## config.mk

```make
export PLATFORM = sky130hd
export DESIGN_NAME = steering_angle_calibrator_flat
export DESIGN_NICKNAME = d
export VERILOG_FILES = /design/src/hdl/sac_pkg.sv /design/src/hdl/sac_req_if.sv /design/src/hdl/sac_rsp_if.sv /design/src/hdl/sac_csr_if.sv /design/src/hdl/sac_divider.sv /design/src/hdl/steering_angle_calibrator.sv /design/src/flat_wrapper.sv
export SDC_FILE = /design/constraint.sdc
export NUM_CORES = 1
export LEC_CHECK = 0
export ABC_AREA = 1
export ABC_CLOCK_PERIOD_IN_PS = 5000
export BUFFER_PORTS_ARGS = -buffer_cell sky130_fd_sc_hd__buf_4
export CAP_MARGIN = 20
export CELL_PAD_IN_SITES_DETAIL_PLACEMENT = 0
export CELL_PAD_IN_SITES_GLOBAL_PLACEMENT = 2
export CORE_MARGIN = 3
export CORE_UTILIZATION = 35
export DETAILED_ROUTE_END_ITERATION = 8
export PLACE_DENSITY_LB_ADDON = 0.2
export SLEW_MARGIN = 20
export SYNTH_ARGS = -nofsm -noshare
export SYNTH_HDL_FRONTEND = slang
export SYNTH_HIERARCHICAL = 1
export SYNTH_SLANG_ARGS = --single-unit
export TNS_END_PERCENT = 20
```

## constraint.sdc

```tcl
create_clock -name clock -period 5 [get_ports clock]
set_input_delay 1 -clock clock [delete_from_list [all_inputs] [get_ports clock]]
set_output_delay 1 -clock clock [all_outputs]
set_load 0.01 [all_outputs]
```

## src/hdl/sac_pkg.sv

```systemverilog
// ----------------------------------------------------------------------------
// sac_pkg
// Shared widths, calibration constants and register indexes of the steering
// angle calibrator.
// ----------------------------------------------------------------------------
package sac_pkg;

   // sample and angle fields
   localparam int RAW_W    = 16;
   localparam int ANGLE_W  = 15;
   localparam int FAULT_W  = 8;

   // calibration constants
   localparam int MAX_ANGLE_DEG = 45;
   localparam int FAULT_LIMIT   = 3;
   localparam int FRACTION_BITS = 8;

   localparam int FULL_SCALE = MAX_ANGLE_DEG * (1 << FRACTION_BITS);
   localparam int FS_W       = $clog2(FULL_SCALE + 1);

   // internal signed angle, wide enough for the full scale and the output field
   localparam int ANG_W  = (FS_W + 1 > ANGLE_W) ? FS_W + 1 : ANGLE_W;
   // raw difference magnitude and span magnitude
   localparam int DIFF_W = RAW_W + 1;
   // dividend of the angle division
   localparam int PROD_W = DIFF_W + FS_W;
   localparam int DIV_CNT_W = $clog2(PROD_W + 1);

   // configuration port
   localparam int CSR_IDX_W = 4;
   localparam int NUM_REGS  = 8;
   // slot select into the register file
   localparam int CFG_IDX_W = $clog2(NUM_REGS);

   localparam logic [CSR_IDX_W-1:0] REG_LEFT_MIN     = CSR_IDX_W'(0);
   localparam logic [CSR_IDX_W-1:0] REG_LEFT_CENTER  = CSR_IDX_W'(1);
   localparam logic [CSR_IDX_W-1:0] REG_LEFT_MAX     = CSR_IDX_W'(2);
   localparam logic [CSR_IDX_W-1:0] REG_RIGHT_MIN    = CSR_IDX_W'(3);
   localparam logic [CSR_IDX_W-1:0] REG_RIGHT_CENTER = CSR_IDX_W'(4);
   localparam logic [CSR_IDX_W-1:0] REG_RIGHT_MAX    = CSR_IDX_W'(5);
   localparam logic [CSR_IDX_W-1:0] REG_SANE_LOW     = CSR_IDX_W'(6);
   localparam logic [CSR_IDX_W-1:0] REG_SANE_HIGH    = CSR_IDX_W'(7);

   localparam logic signed [RAW_W-1:0] RST_MIN    = RAW_W'(0);
   localparam logic signed [RAW_W-1:0] RST_CENTER = RAW_W'(13200);
   localparam logic signed [RAW_W-1:0] RST_MAX    = RAW_W'(26400);
   localparam logic signed [RAW_W-1:0] RST_LOW    = RAW_W'(-32768);
   localparam logic signed [RAW_W-1:0] RST_HIGH   = RAW_W'(32767);

endpackage

```

## src/hdl/sac_req_if.sv

```systemverilog
// ----------------------------------------------------------------------------
// sac_req_if
// Request channel carrying two potentiometer samples and the read flag.
// ----------------------------------------------------------------------------
interface sac_req_if import sac_pkg::*; ();
   logic                    valid;
   logic                    ready;
   logic signed [RAW_W-1:0] raw_left;
   logic signed [RAW_W-1:0] raw_right;
   logic                    read_ok;

   modport source (output valid, raw_left, raw_right, read_ok, input ready);
   modport sink   (input valid, raw_left, raw_right, read_ok, output ready);
endinterface

```

## src/hdl/sac_rsp_if.sv

```systemverilog
// ----------------------------------------------------------------------------
// sac_rsp_if
// Result channel carrying the calibrated angles and status flags.
// ----------------------------------------------------------------------------
interface sac_rsp_if import sac_pkg::*; ();
   logic                      valid;
   logic                      ready;
   logic signed [ANGLE_W-1:0] angle_left;
   logic signed [ANGLE_W-1:0] angle_right;
   logic signed [ANGLE_W-1:0] mean_angle;
   logic                      valid_res;
   logic                      healthy;

   modport source (output valid, angle_left, angle_right, mean_angle, valid_res, healthy,
                   input ready);
   modport sink   (input valid, angle_left, angle_right, mean_angle, valid_res, healthy,
                   output ready);
endinterface

```

## src/hdl/sac_csr_if.sv

```systemverilog
// ----------------------------------------------------------------------------
// sac_csr_if
// Register write channel: register index and write data.
// ----------------------------------------------------------------------------
interface sac_csr_if import sac_pkg::*; ();
   logic                 valid;
   logic                 ready;
   logic [CSR_IDX_W-1:0] index;
   logic [RAW_W-1:0]     data;

   modport source (output valid, index, data, input ready);
   modport sink   (input valid, index, data, output ready);
endinterface

```

## src/hdl/sac_divider.sv

```systemverilog
// ----------------------------------------------------------------------------
// sac_divider
// Restoring bit-serial unsigned divider, one quotient bit per cycle.
// ----------------------------------------------------------------------------
module sac_divider import sac_pkg::*; (
   input  logic              clock,
   input  logic              reset,
   input  logic              start,
   input  logic [PROD_W-1:0] dividend,
   input  logic [DIFF_W-1:0] divisor,
   output logic              done,
   output logic [PROD_W-1:0] quotient
);

   logic                 busy_ff, busy_in;
   logic                 done_ff, done_in;
   logic [DIV_CNT_W-1:0] cnt_ff, cnt_in;
   logic [PROD_W-1:0]    quo_ff, quo_in;
   logic [DIFF_W-1:0]    rem_ff, rem_in;
   logic [DIFF_W:0]      trial;
   logic                 fits;

   // dividend bits leave at the top while quotient bits enter at the bottom
   assign trial = {rem_ff, quo_ff[PROD_W-1]};
   assign fits  = (trial >= {1'b0, divisor});

   always_comb begin
      busy_in = busy_ff;
      done_in = 1'b0;
      cnt_in  = cnt_ff;
      quo_in  = quo_ff;
      rem_in  = rem_ff;
      if (start) begin
         busy_in = 1'b1;
         cnt_in  = DIV_CNT_W'(PROD_W);
         quo_in  = dividend;
         rem_in  = '0;
      end else if (busy_ff) begin
         quo_in = {quo_ff[PROD_W-2:0], fits};
         rem_in = fits ? DIFF_W'(trial - {1'b0, divisor}) : trial[DIFF_W-1:0];
         cnt_in = cnt_ff - DIV_CNT_W'(1);
         if (cnt_ff == DIV_CNT_W'(1)) begin
            busy_in = 1'b0;
            done_in = 1'b1;
         end
      end
   end

   always_ff @(posedge clock) begin
      if (reset) begin
         busy_ff <= 1'b0;
         done_ff <= 1'b0;
         cnt_ff  <= '0;
      end else begin
         busy_ff <= busy_in;
         done_ff <= done_in;
         cnt_ff  <= cnt_in;
      end
      quo_ff <= quo_in;
      rem_ff <= rem_in;
   end

   assign done     = done_ff;
   assign quotient = quo_ff;

endmodule

```

## src/hdl/steering_angle_calibrator.sv

```systemverilog
// ----------------------------------------------------------------------------
// steering_angle_calibrator
// Three-point piecewise-linear calibration of two steering potentiometers
// with plausibility checks and a saturating fault counter.
// ----------------------------------------------------------------------------
// Usage:
//   req_bus : one request per sample pair (raw_left, raw_right, read_ok).
//   rsp_bus : one result per request (angles in 1/256 degree, mean, flags).
//   csr_bus : register writes, always ready; write only while the block idles.
// A request is taken only in the idle state. A faulty request (read failure
// or a sample outside the sanity window) goes from the idle state straight
// to the done state, where its result is registered. A good request runs
// both sides in turn through one shared bit-serial divider (setup, load,
// PROD_W steps, quotient pick-up per side): its result is registered in the
// done state, and the next request is taken once the block is back in idle.
// The result register frees the block, so a new request is taken while an
// earlier result waits; behind a stalled receiver the next finished request
// holds in its last state until the register is free.
// Reset loads the calibration defaults, clears the fault state, raises health.
// ----------------------------------------------------------------------------
module steering_angle_calibrator import sac_pkg::*; (
   input  logic clock,
   input  logic reset,
   sac_req_if.sink   req_bus,
   sac_rsp_if.source rsp_bus,
   sac_csr_if.sink   csr_bus
);

   localparam logic [2:0] S_IDLE  = 3'd0;
   localparam logic [2:0] S_SETUP = 3'd1;
   localparam logic [2:0] S_START = 3'd2;
   localparam logic [2:0] S_WAIT  = 3'd3;
   localparam logic [2:0] S_DONE  = 3'd4;

   logic [2:0] state_ff, state_in;
   logic       side_ff, side_in;

   logic signed [RAW_W-1:0] cfg_ff [NUM_REGS];

   logic signed [RAW_W-1:0] raw_l_ff, raw_r_ff;
   logic                    good_ff, good_in;
   logic [DIFF_W-1:0]       diff_ff, diff_in;
   logic [DIFF_W-1:0]       vmag_ff, vmag_in;
   logic                    neg_ff, neg_in;
   logic                    zero_ff, zero_in;
   logic signed [ANG_W-1:0] angle_l_ff, angle_l_in;
   logic signed [ANG_W-1:0] angle_r_ff, angle_r_in;

   logic [FAULT_W-1:0]        fault_ff, fault_in;
   logic                      health_ff, health_in;
   logic signed [ANGLE_W-1:0] held_l_ff, held_l_in;
   logic signed [ANGLE_W-1:0] held_r_ff, held_r_in;
   logic signed [ANGLE_W-1:0] held_m_ff, held_m_in;
   logic                      held_v_ff, held_v_in;

   logic                      rsp_valid_ff, rsp_valid_in;
   logic signed [ANGLE_W-1:0] rsp_l_ff, rsp_l_in;
   logic signed [ANGLE_W-1:0] rsp_r_ff, rsp_r_in;
   logic signed [ANGLE_W-1:0] rsp_m_ff, rsp_m_in;
   logic                      rsp_v_ff, rsp_v_in;
   logic                      rsp_h_ff, rsp_h_in;

   logic req_take, out_free;
   logic l_sane, r_sane;

   logic signed [RAW_W-1:0]  sel_raw, sel_lo, sel_mid, sel_hi;
   logic signed [DIFF_W-1:0] raw_x, lo_x, mid_x, hi_x, span;
   logic                     below;

   logic              div_start, div_done;
   logic [PROD_W-1:0] div_dividend, div_quotient;
   logic [FS_W-1:0]   mag;
   logic signed [ANG_W-1:0] angle_new;

   logic signed [ANG_W:0]   sum;
   logic signed [ANG_W:0]   mean;

   assign req_bus.ready = (state_ff == S_IDLE);
   assign req_take      = req_bus.valid && req_bus.ready;
   assign out_free      = !rsp_valid_ff || rsp_bus.ready;
   assign csr_bus.ready = 1'b1;

   assign l_sane = (req_bus.raw_left >= cfg_ff[CFG_IDX_W'(REG_SANE_LOW)])
                && (req_bus.raw_left <= cfg_ff[CFG_IDX_W'(REG_SANE_HIGH)]);
   assign r_sane = (req_bus.raw_right >= cfg_ff[CFG_IDX_W'(REG_SANE_LOW)])
                && (req_bus.raw_right <= cfg_ff[CFG_IDX_W'(REG_SANE_HIGH)]);

   // per-side operand selection
   always_comb begin
      if (side_ff) begin
         sel_raw = raw_r_ff;
         sel_lo  = cfg_ff[CFG_IDX_W'(REG_RIGHT_MIN)];
         sel_mid = cfg_ff[CFG_IDX_W'(REG_RIGHT_CENTER)];
         sel_hi  = cfg_ff[CFG_IDX_W'(REG_RIGHT_MAX)];
      end else begin
         sel_raw = raw_l_ff;
         sel_lo  = cfg_ff[CFG_IDX_W'(REG_LEFT_MIN)];
         sel_mid = cfg_ff[CFG_IDX_W'(REG_LEFT_CENTER)];
         sel_hi  = cfg_ff[CFG_IDX_W'(REG_LEFT_MAX)];
      end
      raw_x = DIFF_W'(sel_raw);
      lo_x  = DIFF_W'(sel_lo);
      mid_x = DIFF_W'(sel_mid);
      hi_x  = DIFF_W'(sel_hi);
      below = (sel_raw < sel_mid);
      span  = below ? (mid_x - lo_x) : (hi_x - mid_x);
   end

   assign div_dividend = PROD_W'(diff_ff) * PROD_W'(FULL_SCALE);
   assign div_start    = (state_ff == S_START);

   sac_divider u_div (
      .clock    (clock),
      .reset    (reset),
      .start    (div_start),
      .dividend (div_dividend),
      .divisor  (vmag_ff),
      .done     (div_done),
      .quotient (div_quotient)
   );

   // clamp to full scale, then apply the sign
   always_comb begin
      if (div_quotient > PROD_W'(FULL_SCALE)) begin
         mag = FS_W'(FULL_SCALE);
      end else begin
         mag = div_quotient[FS_W-1:0];
      end
      if (zero_ff) begin
         angle_new = '0;
      end else if (neg_ff) begin
         angle_new = -$signed(ANG_W'(mag));
      end else begin
         angle_new = $signed(ANG_W'(mag));
      end
   end

   // floored mean of the full-width angles
   assign sum  = (ANG_W + 1)'(angle_l_ff) + (ANG_W + 1)'(angle_r_ff);
   assign mean = sum >>> 1;

   always_comb begin
      state_in   = state_ff;
      side_in    = side_ff;
      good_in    = good_ff;
      diff_in    = diff_ff;
      vmag_in    = vmag_ff;
      neg_in     = neg_ff;
      zero_in    = zero_ff;
      angle_l_in = angle_l_ff;
      angle_r_in = angle_r_ff;
      fault_in   = fault_ff;
      health_in  = health_ff;
      held_l_in  = held_l_ff;
      held_r_in  = held_r_ff;
      held_m_in  = held_m_ff;
      held_v_in  = held_v_ff;
      rsp_valid_in = rsp_valid_ff && !rsp_bus.ready;
      rsp_l_in   = rsp_l_ff;
      rsp_r_in   = rsp_r_ff;
      rsp_m_in   = rsp_m_ff;
      rsp_v_in   = rsp_v_ff;
      rsp_h_in   = rsp_h_ff;

      unique case (state_ff)
         S_IDLE: begin
            if (req_take) begin
               good_in  = req_bus.read_ok && l_sane && r_sane;
               side_in  = 1'b0;
               state_in = (req_bus.read_ok && l_sane && r_sane) ? S_SETUP : S_DONE;
            end
         end
         S_SETUP: begin
            diff_in  = below ? DIFF_W'(mid_x - raw_x) : DIFF_W'(raw_x - mid_x);
            vmag_in  = span[DIFF_W-1] ? DIFF_W'(-span) : DIFF_W'(span);
            neg_in   = below ^ span[DIFF_W-1];
            zero_in  = (span == '0);
            state_in = S_START;
         end
         S_START: begin
            state_in = S_WAIT;
         end
         S_WAIT: begin
            if (div_done) begin
               if (side_ff) begin
                  angle_r_in = angle_new;
                  state_in   = S_DONE;
               end else begin
                  angle_l_in = angle_new;
                  side_in    = 1'b1;
                  state_in   = S_SETUP;
               end
            end
         end
         S_DONE: begin
            if (out_free) begin
               rsp_valid_in = 1'b1;
               state_in     = S_IDLE;
               if (good_ff) begin
                  fault_in  = '0;
                  health_in = 1'b1;
                  held_l_in = angle_l_ff[ANGLE_W-1:0];
                  held_r_in = angle_r_ff[ANGLE_W-1:0];
                  held_m_in = mean[ANGLE_W-1:0];
                  held_v_in = 1'b1;
                  rsp_l_in  = angle_l_ff[ANGLE_W-1:0];
                  rsp_r_in  = angle_r_ff[ANGLE_W-1:0];
                  rsp_m_in  = mean[ANGLE_W-1:0];
                  rsp_v_in  = 1'b1;
                  rsp_h_in  = 1'b1;
               end else begin
                  if (fault_ff < FAULT_W'(FAULT_LIMIT)) begin
                     fault_in = fault_ff + FAULT_W'(1);
                  end
                  if (fault_in >= FAULT_W'(FAULT_LIMIT)) begin
                     // persistent failure
                     health_in = 1'b0;
                     held_v_in = 1'b0;
                     rsp_l_in  = '0;
                     rsp_r_in  = '0;
                     rsp_m_in  = '0;
                     rsp_v_in  = 1'b0;
                     rsp_h_in  = 1'b0;
                  end else begin
                     rsp_l_in  = held_l_ff;
                     rsp_r_in  = held_r_ff;
                     rsp_m_in  = held_m_ff;
                     rsp_v_in  = held_v_ff;
                     rsp_h_in  = health_ff;
                  end
               end
            end
         end
         default: begin
            state_in = S_IDLE;
         end
      endcase
   end

   always_ff @(posedge clock) begin
      if (reset) begin
         state_ff     <= S_IDLE;
         side_ff      <= 1'b0;
         fault_ff     <= '0;
         health_ff    <= 1'b1;
         held_l_ff    <= '0;
         held_r_ff    <= '0;
         held_m_ff    <= '0;
         held_v_ff    <= 1'b0;
         rsp_valid_ff <= 1'b0;
      end else begin
         state_ff     <= state_in;
         side_ff      <= side_in;
         fault_ff     <= fault_in;
         health_ff    <= health_in;
         held_l_ff    <= held_l_in;
         held_r_ff    <= held_r_in;
         held_m_ff    <= held_m_in;
         held_v_ff    <= held_v_in;
         rsp_valid_ff <= rsp_valid_in;
      end
      if (req_take) begin
         raw_l_ff <= req_bus.raw_left;
         raw_r_ff <= req_bus.raw_right;
      end
      good_ff    <= good_in;
      diff_ff    <= diff_in;
      vmag_ff    <= vmag_in;
      neg_ff     <= neg_in;
      zero_ff    <= zero_in;
      angle_l_ff <= angle_l_in;
      angle_r_ff <= angle_r_in;
      rsp_l_ff   <= rsp_l_in;
      rsp_r_ff   <= rsp_r_in;
      rsp_m_ff   <= rsp_m_in;
      rsp_v_ff   <= rsp_v_in;
      rsp_h_ff   <= rsp_h_in;
   end

   // calibration registers, writes beyond the list are dropped
   always_ff @(posedge clock) begin
      if (reset) begin
         cfg_ff[CFG_IDX_W'(REG_LEFT_MIN)]     <= RST_MIN;
         cfg_ff[CFG_IDX_W'(REG_LEFT_CENTER)]  <= RST_CENTER;
         cfg_ff[CFG_IDX_W'(REG_LEFT_MAX)]     <= RST_MAX;
         cfg_ff[CFG_IDX_W'(REG_RIGHT_MIN)]    <= RST_MIN;
         cfg_ff[CFG_IDX_W'(REG_RIGHT_CENTER)] <= RST_CENTER;
         cfg_ff[CFG_IDX_W'(REG_RIGHT_MAX)]    <= RST_MAX;
         cfg_ff[CFG_IDX_W'(REG_SANE_LOW)]     <= RST_LOW;
         cfg_ff[CFG_IDX_W'(REG_SANE_HIGH)]    <= RST_HIGH;
      end else if (csr_bus.valid && csr_bus.ready) begin
         unique case (csr_bus.index)
            REG_LEFT_MIN:     cfg_ff[CFG_IDX_W'(REG_LEFT_MIN)]     <= csr_bus.data;
            REG_LEFT_CENTER:  cfg_ff[CFG_IDX_W'(REG_LEFT_CENTER)]  <= csr_bus.data;
            REG_LEFT_MAX:     cfg_ff[CFG_IDX_W'(REG_LEFT_MAX)]     <= csr_bus.data;
            REG_RIGHT_MIN:    cfg_ff[CFG_IDX_W'(REG_RIGHT_MIN)]    <= csr_bus.data;
            REG_RIGHT_CENTER: cfg_ff[CFG_IDX_W'(REG_RIGHT_CENTER)] <= csr_bus.data;
            REG_RIGHT_MAX:    cfg_ff[CFG_IDX_W'(REG_RIGHT_MAX)]    <= csr_bus.data;
            REG_SANE_LOW:     cfg_ff[CFG_IDX_W'(REG_SANE_LOW)]     <= csr_bus.data;
            REG_SANE_HIGH:    cfg_ff[CFG_IDX_W'(REG_SANE_HIGH)]    <= csr_bus.data;
            default: begin
            end
         endcase
      end
   end

   assign rsp_bus.valid       = rsp_valid_ff;
   assign rsp_bus.angle_left  = rsp_l_ff;
   assign rsp_bus.angle_right = rsp_r_ff;
   assign rsp_bus.mean_angle  = rsp_m_ff;
   assign rsp_bus.valid_res   = rsp_v_ff;
   assign rsp_bus.healthy     = rsp_h_ff;

endmodule
```

## src/flat_wrapper.sv

```systemverilog
// flat-port wrapper written by rule: the top's interface ports become plain ports
module steering_angle_calibrator_flat import sac_pkg::*;
  (clock, reset, req_bus_valid, req_bus_raw_left, req_bus_raw_right, req_bus_read_ok, req_bus_ready, rsp_bus_valid, rsp_bus_angle_left, rsp_bus_angle_right, rsp_bus_mean_angle, rsp_bus_valid_res, rsp_bus_healthy, rsp_bus_ready, csr_bus_valid, csr_bus_index, csr_bus_data, csr_bus_ready);
  sac_req_if req_bus_i ();
  sac_rsp_if rsp_bus_i ();
  sac_csr_if csr_bus_i ();
  input  logic clock;
  input  logic reset;
  input wire logic [$bits(req_bus_i.valid)-1:0] req_bus_valid;
  input wire logic [$bits(req_bus_i.raw_left)-1:0] req_bus_raw_left;
  input wire logic [$bits(req_bus_i.raw_right)-1:0] req_bus_raw_right;
  input wire logic [$bits(req_bus_i.read_ok)-1:0] req_bus_read_ok;
  output wire logic [$bits(req_bus_i.ready)-1:0] req_bus_ready;
  output wire logic [$bits(rsp_bus_i.valid)-1:0] rsp_bus_valid;
  output wire logic [$bits(rsp_bus_i.angle_left)-1:0] rsp_bus_angle_left;
  output wire logic [$bits(rsp_bus_i.angle_right)-1:0] rsp_bus_angle_right;
  output wire logic [$bits(rsp_bus_i.mean_angle)-1:0] rsp_bus_mean_angle;
  output wire logic [$bits(rsp_bus_i.valid_res)-1:0] rsp_bus_valid_res;
  output wire logic [$bits(rsp_bus_i.healthy)-1:0] rsp_bus_healthy;
  input wire logic [$bits(rsp_bus_i.ready)-1:0] rsp_bus_ready;
  input wire logic [$bits(csr_bus_i.valid)-1:0] csr_bus_valid;
  input wire logic [$bits(csr_bus_i.index)-1:0] csr_bus_index;
  input wire logic [$bits(csr_bus_i.data)-1:0] csr_bus_data;
  output wire logic [$bits(csr_bus_i.ready)-1:0] csr_bus_ready;
  assign req_bus_i.valid = req_bus_valid;
  assign req_bus_i.raw_left = req_bus_raw_left;
  assign req_bus_i.raw_right = req_bus_raw_right;
  assign req_bus_i.read_ok = req_bus_read_ok;
  assign req_bus_ready = req_bus_i.ready;
  assign rsp_bus_valid = rsp_bus_i.valid;
  assign rsp_bus_angle_left = rsp_bus_i.angle_left;
  assign rsp_bus_angle_right = rsp_bus_i.angle_right;
  assign rsp_bus_mean_angle = rsp_bus_i.mean_angle;
  assign rsp_bus_valid_res = rsp_bus_i.valid_res;
  assign rsp_bus_healthy = rsp_bus_i.healthy;
  assign rsp_bus_i.ready = rsp_bus_ready;
  assign csr_bus_i.valid = csr_bus_valid;
  assign csr_bus_i.index = csr_bus_index;
  assign csr_bus_i.data = csr_bus_data;
  assign csr_bus_ready = csr_bus_i.ready;
  steering_angle_calibrator u_core (.clock(clock), .reset(reset), .req_bus(req_bus_i), .rsp_bus(rsp_bus_i), .csr_bus(csr_bus_i));
endmodule
```

==> results.json, run 1 <==
{
  "outcome": "finished clean",
  "postRouteAntennaNets": 0,
  "drt_wl_total_um": 73230,
  "diodes": 0,
  "crit_arrival_ps": 4870,
  "cts_sinks": 389,
  "cts_tree": "yes",
  "synth_top_cells_by_count": "nand2_1, inv_1, edfxtp_1, nor2_1, ha_1",
  "synth_area_leaders": "edfxtp_1, nand2_1, ha_1",
  "clockRootBuffer": "clkbuf_16",
  "gp_congestion": 0.9008,
  "holdPathEnd": "u_core/fault_ff[4]$_SDFFE_PP0P_",
  "die_h_um": 273.2,
  "grtUsageMet2_pct": 34.95,
  "layout.nets": 3404,
  "place_area_um2": 26900,
  "slew_violations": 0,
  "drv_cap": 0,
  "synth-edff-count": 305,
  "crit_type": "reg2reg",
  "period_share_pct": 90.50,
  "use_met1_pct": 24.48,
  "worstSetupStartpointType": "flip-flop",
  "ys_seq_area_share_pct": 43.39,
  "post_drt_wl_per_cell_um": 17.95,
  "synth.distinct_cells": 55,
  "die_x_um": 273.2,
  "hp-start": "u_core/fault_ff[4]$_SDFFE_PP0P_",
  "overflow": 0,
  "yosysTopAreaCellShare_pct": 36.66,
  "setup_viol": 0,
  "grt_pass1_wl_um": 112100,
  "rows": 97,
  "hold_path_depth": 2,
  "grt_max_degree": 67,
  "synth_ff_type": "edfxtp_1",
  "tns_ps": 0,
  "total_leakage_power_nw": 12.87,
  "dr.pass1.iters": 6,
  "grt_pass1_vias": 19350,
  "cp_max_fo": 24,
  "worstMarginPinSlew_ps": 1015,
  "endpoint_kind": "flip-flop",
  "hold_class": "reg2reg",
  "maxSlewHeadroom_pct": 32.19,
  "dieArea_um2": 74620,
  "finClkSkew_ps": 29.41,
  "finalHoldViolations": 0,
  "clk_path_buf_depth": 3,
  "power.density_nw_per_um2": 333.9,
  "yosysWarnings": 6,
  "drive_gt1_share_pct": 9.554,
  "core_um2": 70390,
  "routed-via-count": 19710,
  "fmax_mhz": 221.0,
  "htree_levels": 2,
  "antenna_found_initial": 1,
  "postSynthCellCount": 2978,
  "hold_buffers": 0,
  "drtIter0Drc": 1196,
  "top_usage_layer": "met2",
  "ys_ff_latch": 389,
  "min_period_ps": 4525,
  "rrSetupSlack_ps": 480,
  "synthToLayoutAreaGrowth_pct": 13.77,
  "yosysMostFrequentCell": "nand2_1",
  "netlist.top_cell.by_area": "edfxtp_1",
  "floorplan.initialDensity_pct": 35.49,
  "rsz0062_at_grt": "false",
  "ios": 108,
  "r2r_start": "u_core/side_ff$_SDFFE_PP0P_",
  "cts.clk_slew.worst_paths_ps": 60,
  "use_met3_pct": 2.046,
  "clock_latency_ps": 590,
  "ff2ff_path_depth": 22,
  "syn_area_um2": 24980,
  "drc": 0,
  "hpwl_um": 59040,
  "grt_util_all_layers_pct": 19.36,
  "cts_made_buffers": 44,
  "irDropWorstVdd_mv": 0.2711,
  "avgSynthCellArea_um2": 8.389,
  "vias_per_cell": 4.831,
  "cp.required_ps": 5340,
  "portBuffers": 106,
  "design_area_um2": 28420,
  "r2r-end": "u_core/vmag_ff[16]$_SDFFCE_PP0P_",
  "async_flop_share_pct": 0
}
timing repair:
item / 4_1_cts / 5_1_grt
buffers inserted: 0 / 0
gates resized for setup: 0 / 1
endpoints found under the setup margin: 0 / 1
through the flow:
stage                     instances  worst slack (ps)  utilization (%)  total power, mW  hold slack, ps
after detailed placement       3996             376.2            38.21            6.287           421.3
after floorplan                2985             256.6                -            5.575           408.3
after CTS                      4078             391.0            40.29            9.604           431.1
after global routing           4080             68.61            40.38            10.04           459.1
final                          4080             475.0            40.38            9.489           430.0
after global placement         3996             478.4            38.21            6.277           416.4
layout make-up:
class | instances | area [µm²]
Fill cell | 7163 | 41970
Multi-Input combinational cell | 2025 | 11960
Sequential cell | 389 | 10840
Inverter | 505 | 1896
Tap cell | 940 | 1176
Clock buffer | 57 | 1160
Timing Repair Buffer | 139 | 1087
Clock inverter | 25 | 306.5
cells by family after synthesis:
family / count (synthesis) / synth area share (%)
flip-flops: 389 / 43.39
AO/OA/AOI/OAI: 399 / 9.070
adder cells (fa/ha/maj): 242 / 13.14
AND/OR/NAND/NOR: 1281 / 22.00
other: 2 / 0.03006
XOR/XNOR: 73 / 2.559
buffers and inverters: 571 / 8.965
multiplexers: 21 / 0.8414
metal layers:
layer | up-vias | share of wire (%)
met5 | - | 0
met4 | 0 | 2.6
li1 | 10040 | -
met1 | 9219 | 44
met3 | 89 | 3.4
met2 | 368 | 50
critical path, stage by stage (launching register included):
cell     delay, ps
dfxtp_2        320
inv_1          320
buf_4          320
or2_2          140
o21ai_0        310
inv_1          290
ha_1           250
inv_1          100
nand3_1        100
nand3_2        130
nand2_2        120
nand3_2        250
nand2_4        350
nand2_1        100
nand2_2        120
ha_1           220
nand3_4        100
nor2_4         140
nand3_2        120
nor3_2         170
ha_1           240
inv_1           50
nor2_1          40
layout by cell type (no fill, tap or decap), types with 34 or more instances in the layout:
cell,n
ha_1,208
dfxtp_1,83
edfxtp_1,305
buf_4,136
nor2_1,241
nand3_1,150
nand2_1,716
o22ai_1,76
inv_1,497
xor2_1,41
or2_2,35
clkbuf_16,44
a21oi_1,143
o21ai_0,106
fa_1,34
power by group:
| group | total [mW] | internal [mW] | switching [mW] |
|---|---|---|---|
| combinational | 2.35 | 0.813 | 1.54 |
| sequential | 3.85 | 3.75 | 0.0976 |
| clock | 3.29 | 1.92 | 1.37 |
sequential cells by signal, summed over array words and instances, names as in the netlist, 16 cells and up:
register               count
u_core/cfg_ff            128
u_core/diff_ff            17
u_core/raw_l_ff           16
u_core/raw_r_ff           16
u_core/u_div/quotient     31
u_core/u_div/rem_ff       17
u_core/vmag_ff            17
worst max path at each step:
stage | startpoint | end | slack [ps] | cells after the start
after CTS | u_core/side_ff$_SDFFE_PP0P_ | u_core/vmag_ff[16]$_SDFFCE_PP0P_ | 390 | 20
after global routing | u_core/side_ff$_SDFFE_PP0P_ | u_core/vmag_ff[16]$_SDFFCE_PP0P_ | 70 | 22
after floorplan | rsp_bus_ready | u_core/held_l_ff[10]$_SDFFE_PP0P_ | 260 | 10
after detailed placement | u_core/side_ff$_SDFFE_PP0P_ | u_core/vmag_ff[16]$_SDFFCE_PP0P_ | 380 | 20
after global placement | u_core/side_ff$_SDFFE_PP0P_ | u_core/vmag_ff[16]$_SDFFCE_PP0P_ | 480 | 20
final | u_core/side_ff$_SDFFE_PP0P_ | u_core/vmag_ff[16]$_SDFFCE_PP0P_ | 480 | 22
No activity file was read; power rests on OpenSTA's default activity.
==> run 2: changes to the inputs <==
--- a/config.mk
+++ b/config.mk
@@ -6,13 +6,13 @@
 export NUM_CORES = 1
 export LEC_CHECK = 0
 export ABC_AREA = 1
-export ABC_CLOCK_PERIOD_IN_PS = 5000
+export ABC_CLOCK_PERIOD_IN_PS = 5800
 export BUFFER_PORTS_ARGS = -buffer_cell sky130_fd_sc_hd__buf_4
 export CAP_MARGIN = 20
 export CELL_PAD_IN_SITES_DETAIL_PLACEMENT = 0
 export CELL_PAD_IN_SITES_GLOBAL_PLACEMENT = 2
 export CORE_MARGIN = 3
-export CORE_UTILIZATION = 35
+export CORE_UTILIZATION = 42
 export DETAILED_ROUTE_END_ITERATION = 8
 export PLACE_DENSITY_LB_ADDON = 0.2
 export SLEW_MARGIN = 20
==> constraint.sdc (replaced) <==
create_clock -name clock -period 5.8 [get_ports clock]
set_input_delay 1.16 -clock clock [delete_from_list [all_inputs] [get_ports clock]]
set_output_delay 1.16 -clock clock [all_outputs]
set_load 0.01 [all_outputs]
==> run 2 against run 1 <==
Combinational power is 14% lower; clock skew is 15 ps lower; via count is 0.74% higher; critical path type unchanged; largest power group unchanged; design area is 1.2% lower; critical endpoint unchanged; worst hold slack better by 3.6 ps; power is 15% lower.
==> results.json, run 2 (same netlist as run 1, synthesis figures left out) <==
{
  "outcome": "finished clean",
  "endpoint_kind": "flip-flop",
  "ios": 108,
  "maxSlewHeadroom_pct": 32.69,
  "top_register": "u_core/cfg_ff",
  "die_h_um": 249.9,
  "holdWs_ps": 433.6,
  "worstSetupStartpointType": "flip-flop",
  "power_mw": 8.093,
  "hpwl_um": 56770,
  "die_x_um": 249.9,
  "hold_class": "reg2reg",
  "setup_viol": 0,
  "drc": 0,
  "gp_congestion": 0.9469,
  "htree_levels": 2,
  "synthToLayoutAreaGrowth_pct": 12.42,
  "grt_pass1_vias": 19420,
  "postRouteAntennaNets": 0,
  "crit_arrival_ps": 5450,
  "floorplan.initialDensity_pct": 42.89,
  "layout_common_cells": "nand2_1, inv_1, edfxtp_1",
  "cts_made_buffers": 44,
  "drive_gt1_share_pct": 9.373,
  "fmax_mhz": 194.8,
  "worstMarginPinSlew_ps": 1007,
  "cp_max_fo": 39,
  "vias_per_cell": 5.103,
  "cts_setup_buffers": 0,
  "dr.pass1.iters": 6,
  "r2r-end": "u_core/vmag_ff[16]$_SDFFCE_PP0P_",
  "routed-via-count": 19860,
  "cp.required_ps": 6110,
  "power.density_nw_per_um2": 288.2,
  "irDropWorstVdd_mv": 0.3349,
  "final_common_cell": "nand2_1",
  "post_drt_wl_per_cell_um": 18.21,
  "portBuffers": 106,
  "largest_reg_flops": 128,
  "crit_type": "reg2reg",
  "drtIter0Drc": 1143,
  "finClkSkew_ps": 14.84,
  "core_um2": 58250,
  "slew_violations": 0,
  "overflow": 0,
  "ctsResizeCount": 0,
  "clock_latency_ps": 570,
  "clockRootBuffer": "clkbuf_16",
  "tns_ps": 0,
  "total_leakage_power_nw": 12.80,
  "ff2ff_path_depth": 20,
  "startpoint": "u_core/side_ff$_SDFFE_PP0P_",
  "min_period_ps": 5133,
  "r2r_start": "u_core/side_ff$_SDFFE_PP0P_",
  "rsz0062_at_grt": "false",
  "drv_cap": 0,
  "clk_path_buf_depth": 3,
  "rrSetupSlack_ps": 670,
  "grt_pass1_wl_um": 109500,
  "diodes": 0,
  "period_share_pct": 88.50,
  "grt_max_degree": 50,
  "grt_util_all_layers_pct": 22.31,
  "finalHoldViolations": 0,
  "hold_buffers": 0,
  "dieArea_um2": 62440,
  "crit_end": "u_core/vmag_ff[16]$_SDFFCE_PP0P_",
  "cts_sinks": 389,
  "cts_tree": "yes",
  "fillers": 5707,
  "antenna_found_initial": 0,
  "drt_wl_total_um": 70850,
  "rows": 88,
  "layout.nets": 3390,
  "hp-start": "u_core/fault_ff[2]$_SDFFE_PP0P_",
  "cts.clk_slew.worst_paths_ps": 60
}
run 2: critical path, stage by stage (launching register included):
cell        delay, ps
dfxtp_2           650
clkinvlp_4        430
or2_2             370
o21ai_0           130
inv_1              80
ha_1              440
nand2_2           130
o21ai_0           320
a21oi_2           130
nand3_2           270
nand2_4           340
inv_1             470
nand2_1           120
nand2_2           130
nand2_2            70
nor2_4            160
nand3_2           110
nor3_2            170
ha_1              240
inv_1              50
nor2_1             40
run 2: worst min path at each step:
stage / endpoint / slack, ps / cells past startpoint
2_1_floorplan: u_core/fault_ff[3]$_SDFFE_PP0P_ / 410 / 2
3_3_place_gp: u_core/fault_ff[3]$_SDFFE_PP0P_ / 420 / 2
3_5_place_dp: u_core/fault_ff[3]$_SDFFE_PP0P_ / 420 / 2
4_1_cts: u_core/fault_ff[2]$_SDFFE_PP0P_ / 440 / 2
5_1_grt: u_core/fault_ff[6]$_SDFFE_PP0P_ / 460 / 2
6_report: u_core/fault_ff[2]$_SDFFE_PP0P_ / 430 / 2
run 2: stage by stage:
| stage | util [%] | std cells | worst slack, ps | area, µm² |
|---|---|---|---|---|
| 2_1_floorplan | - | 2985 | 896.6 | 25010 |
| 3_3_place_gp | 45.60 | 3805 | 712.0 | 26560 |
| 3_5_place_dp | 45.60 | 3805 | 540.5 | 26560 |
| 4_1_cts | 48.07 | 3887 | 510.4 | 28000 |
| 5_1_grt | 48.22 | 3891 | 137.8 | 28080 |
| 6_report | 48.22 | 3891 | 667.1 | 28080 |
run 2: layout make-up:
cell class / count / area [µm²] / share of cell area [%]
repair inverters: 1 / 7.507 / 0.02673
clock inverters: 19 / 203.9 / 0.7262
multi-input cells: 2025 / 11960 / 42.58
clock buffers: 63 / 1234 / 4.393
repair buffers: 124 / 983.4 / 3.502
well taps: 765 / 957.2 / 3.408
inverters: 505 / 1899 / 6.763
flip-flops and latches: 389 / 10840 / 38.60
run 2: power breakdown:
part | leakage, nW | internal (mW) | switching [mW] | total [mW]
clock network | 0.704 | 1.63 | 1.12 | 2.75
registers | 3.57 | 3.24 | 0.0910 | 3.33
logic | 8.52 | 0.691 | 1.33 | 2.02
run 2: routing by layer:
metal	global-route usage, %	vias up	wire [µm]
met3	2.199	114	2607
li1	-	9992	-
met2	39.43	442	35030
met1	28.29	9309	30590
met5	0	-	0
met4	8.140	0	2629
==> run 3: changes to the inputs <==
--- a/config.mk
+++ b/config.mk
@@ -6,14 +6,15 @@
 export NUM_CORES = 1
 export LEC_CHECK = 0
 export ABC_AREA = 1
-export ABC_CLOCK_PERIOD_IN_PS = 5800
+export ABC_CLOCK_PERIOD_IN_PS = 4500
 export BUFFER_PORTS_ARGS = -buffer_cell sky130_fd_sc_hd__buf_4
 export CAP_MARGIN = 20
 export CELL_PAD_IN_SITES_DETAIL_PLACEMENT = 0
 export CELL_PAD_IN_SITES_GLOBAL_PLACEMENT = 2
 export CORE_MARGIN = 3
-export CORE_UTILIZATION = 42
+export CORE_UTILIZATION = 35
 export DETAILED_ROUTE_END_ITERATION = 8
+export HOLD_SLACK_MARGIN = 0.05
 export PLACE_DENSITY_LB_ADDON = 0.2
 export SLEW_MARGIN = 20
 export SYNTH_ARGS = -nofsm -noshare
==> constraint.sdc (replaced) <==
create_clock -name clock -period 4.5 [get_ports clock]
set_input_delay 0.9 -clock clock [delete_from_list [all_inputs] [get_ports clock]]
set_output_delay 0.9 -clock clock [all_outputs]
set_load 0.01 [all_outputs]
==> run 3 against run 2 <==
Design area rose by 1.8%; largest power group unchanged; sequential share of layout area fell by 0.66 points; clock skew rose by 20 ps; sequential power rose by 29%; cell count rose by 5.3%; clock-buffer cell count fell by 5; combinational power rose by 29%; critical path type unchanged; critical path depth rose by 2; flip-flop and latch count did not move; worst hold slack got worse by 7.9 ps.
==> results.json, run 3 (same netlist as run 1, synthesis figures left out) <==
{
  "drv_cap": 0,
  "slew_violations": 0,
  "outcome": "finished clean",
  "grt_pass1_vias": 19360,
  "grt_util_all_layers_pct": 18.90,
  "worstSetupStartpointType": "flip-flop",
  "hpwl_um": 57810,
  "dpl.cell_count": 4011,
  "cts_tree": "yes",
  "rsz0062_at_grt": "false",
  "grt_max_degree": 49,
  "ff_latch_area_um2": 10840,
  "cp_max_fo": 18,
  "multi_input_area_um2": 11960,
  "total_leakage_power_nw": 12.95,
  "cts_made_buffers": 45,
  "die_x_um": 273.2,
  "diodes": 0,
  "setup_viol": 0,
  "postRouteAntennaNets": 0,
  "endpoint_kind": "flip-flop",
  "dieArea_um2": 74620,
  "top_usage_layer": "met2",
  "crit_type": "reg2reg",
  "drtIter0Drc": 1250,
  "maxSlewHeadroom_pct": 28.75,
  "layout.nets": 3419,
  "hp-start": "u_core/fault_ff[3]$_SDFFE_PP0P_",
  "drc": 0,
  "htree_levels": 2,
  "core_um2": 70390,
  "hold_buffers": 0,
  "post_drt_wl_per_cell_um": 17.40,
  "crit_arrival_ps": 4420,
  "drive_gt1_share_pct": 10.39,
  "min_period_ps": 4086,
  "clockRootBuffer": "clkbuf_16",
  "floorplan.initialDensity_pct": 35.49,
  "power.density_nw_per_um2": 371.1,
  "use_met3_pct": 2.450,
  "clock_latency_ps": 600,
  "stdcell_count": 4096,
  "dr.pass1.iters": 5,
  "finClkSkew_ps": 34.67,
  "grtUsageMet2_pct": 32.96,
  "worstMarginPinSlew_ps": 1069,
  "layout_common_cells": "nand2_1, inv_1, edfxtp_1",
  "fmax_mhz": 244.7,
  "ios": 108,
  "irDropWorstVdd_mv": 0.2717,
  "die_h_um": 273.2,
  "finalHoldViolations": 0,
  "startpoint": "u_core/side_ff$_SDFFE_PP0P_",
  "largest_reg_flops": 128,
  "synthToLayoutAreaGrowth_pct": 14.40,
  "cts_setup_buffers": 0,
  "hold_class": "reg2reg",
  "top_register": "u_core/cfg_ff",
  "portBuffers": 106,
  "cts_sinks": 389,
  "final_common_cell": "nand2_1",
  "clk_path_buf_depth": 3,
  "vias_per_cell": 4.808,
  "cp.required_ps": 4830,
  "use_met1_pct": 23.92,
  "tns_ps": 0,
  "r2r_start": "u_core/side_ff$_SDFFE_PP0P_",
  "routed-via-count": 19700,
  "gp_congestion": 0.8957,
  "grt_pass1_wl_um": 109600,
  "drt_wl_total_um": 71250,
  "period_share_pct": 90.80,
  "antenna_found_initial": 0,
  "rows": 97,
  "fillers": 7201,
  "overflow": 0,
  "cts.clk_slew.worst_paths_ps": 60
}
run 3: cell count changes in the layout (fill, tap and decap cells not counted), sizes merged:
cell / change
buf: +29
bufinv: +1
clkbuf: -5
clkinv: +2
clkinvlp: +2
inv: +1
run 3: area by class of cell:
type	count	share of cell area [%]
inverter	505	6.633
clock buffer	58	4.321
multi-input combinational	2025	41.84
tap	940	4.115
clock inverter	26	1.055
sequential	389	37.95
timing repair buffer	153	4.089
run 3: where the power goes:
part           leakage, nW  switching [mW]  internal (mW)
logic                 8.64            1.69          0.913
clock network        0.738            1.53           2.20
registers             3.57           0.110           4.17
total                 13.0            3.33           7.28
run 3: what timing repair did:
item                       in CTS  in global routing
gates resized for setup         0                  4
setup endpoints to repair       0                  1
hold endpoints to repair        0                  0
run 3: final timing paths:
path	to	depth (start not counted)	slack, ps
max	u_core/vmag_ff[16]$_SDFFCE_PP0P_	22	410
min	u_core/fault_ff[3]$_SDFFE_PP0P_	2	430
max reg2reg	u_core/vmag_ff[16]$_SDFFCE_PP0P_	22	410
min reg2reg	u_core/fault_ff[3]$_SDFFE_PP0P_	2	430
run 3: routing by layer:
| metal | wire length [µm] | vias to the layer above |
|---|---|---|
| li1 | - | 10060 |
| met1 | 31430 | 9145 |
| met2 | 34430 | 374 |
| met3 | 2705 | 121 |
| met4 | 2682 | 0 |
| met5 | 0 | - |
run 3: worst max-delay path, cell delays in order (launching register included):
cell     delay, ps
dfxtp_4        430
inv_1           70
buf_4          170
or2_2          270
o21ai_0        130
buf_4          180
inv_1           40
ha_1           380
inv_2          120
nor4_2         320
nand2_2        120
nand3_2        110
buf_4          190
nand3_1        110
nand2_2        130
ha_2           220
nand3_4        100
nor2_4         150
nand3_2        110
nor3_2         170
ha_1           240
inv_1           50
nor2_1          40
run 3: per-stage QoR:
| step | total power, mW | hold slack, ps | util (%) | cell area [µm²] | setup slack [ps] |
|---|---|---|---|---|---|
| after floorplan | 6.194 | 408.3 | - | 25010 | 725.4 |
| after global placement | 6.966 | 417.0 | 38.37 | 27010 | 348.1 |
| after detailed placement | 6.975 | 417.4 | 38.37 | 27010 | 303.1 |
| after CTS | 10.75 | 426.9 | 40.55 | 28540 | 297.0 |
| after global routing | 11.24 | 449.5 | 40.60 | 28580 | 32.68 |
| final | 10.60 | 425.7 | 40.60 | 28580 | 413.8 |
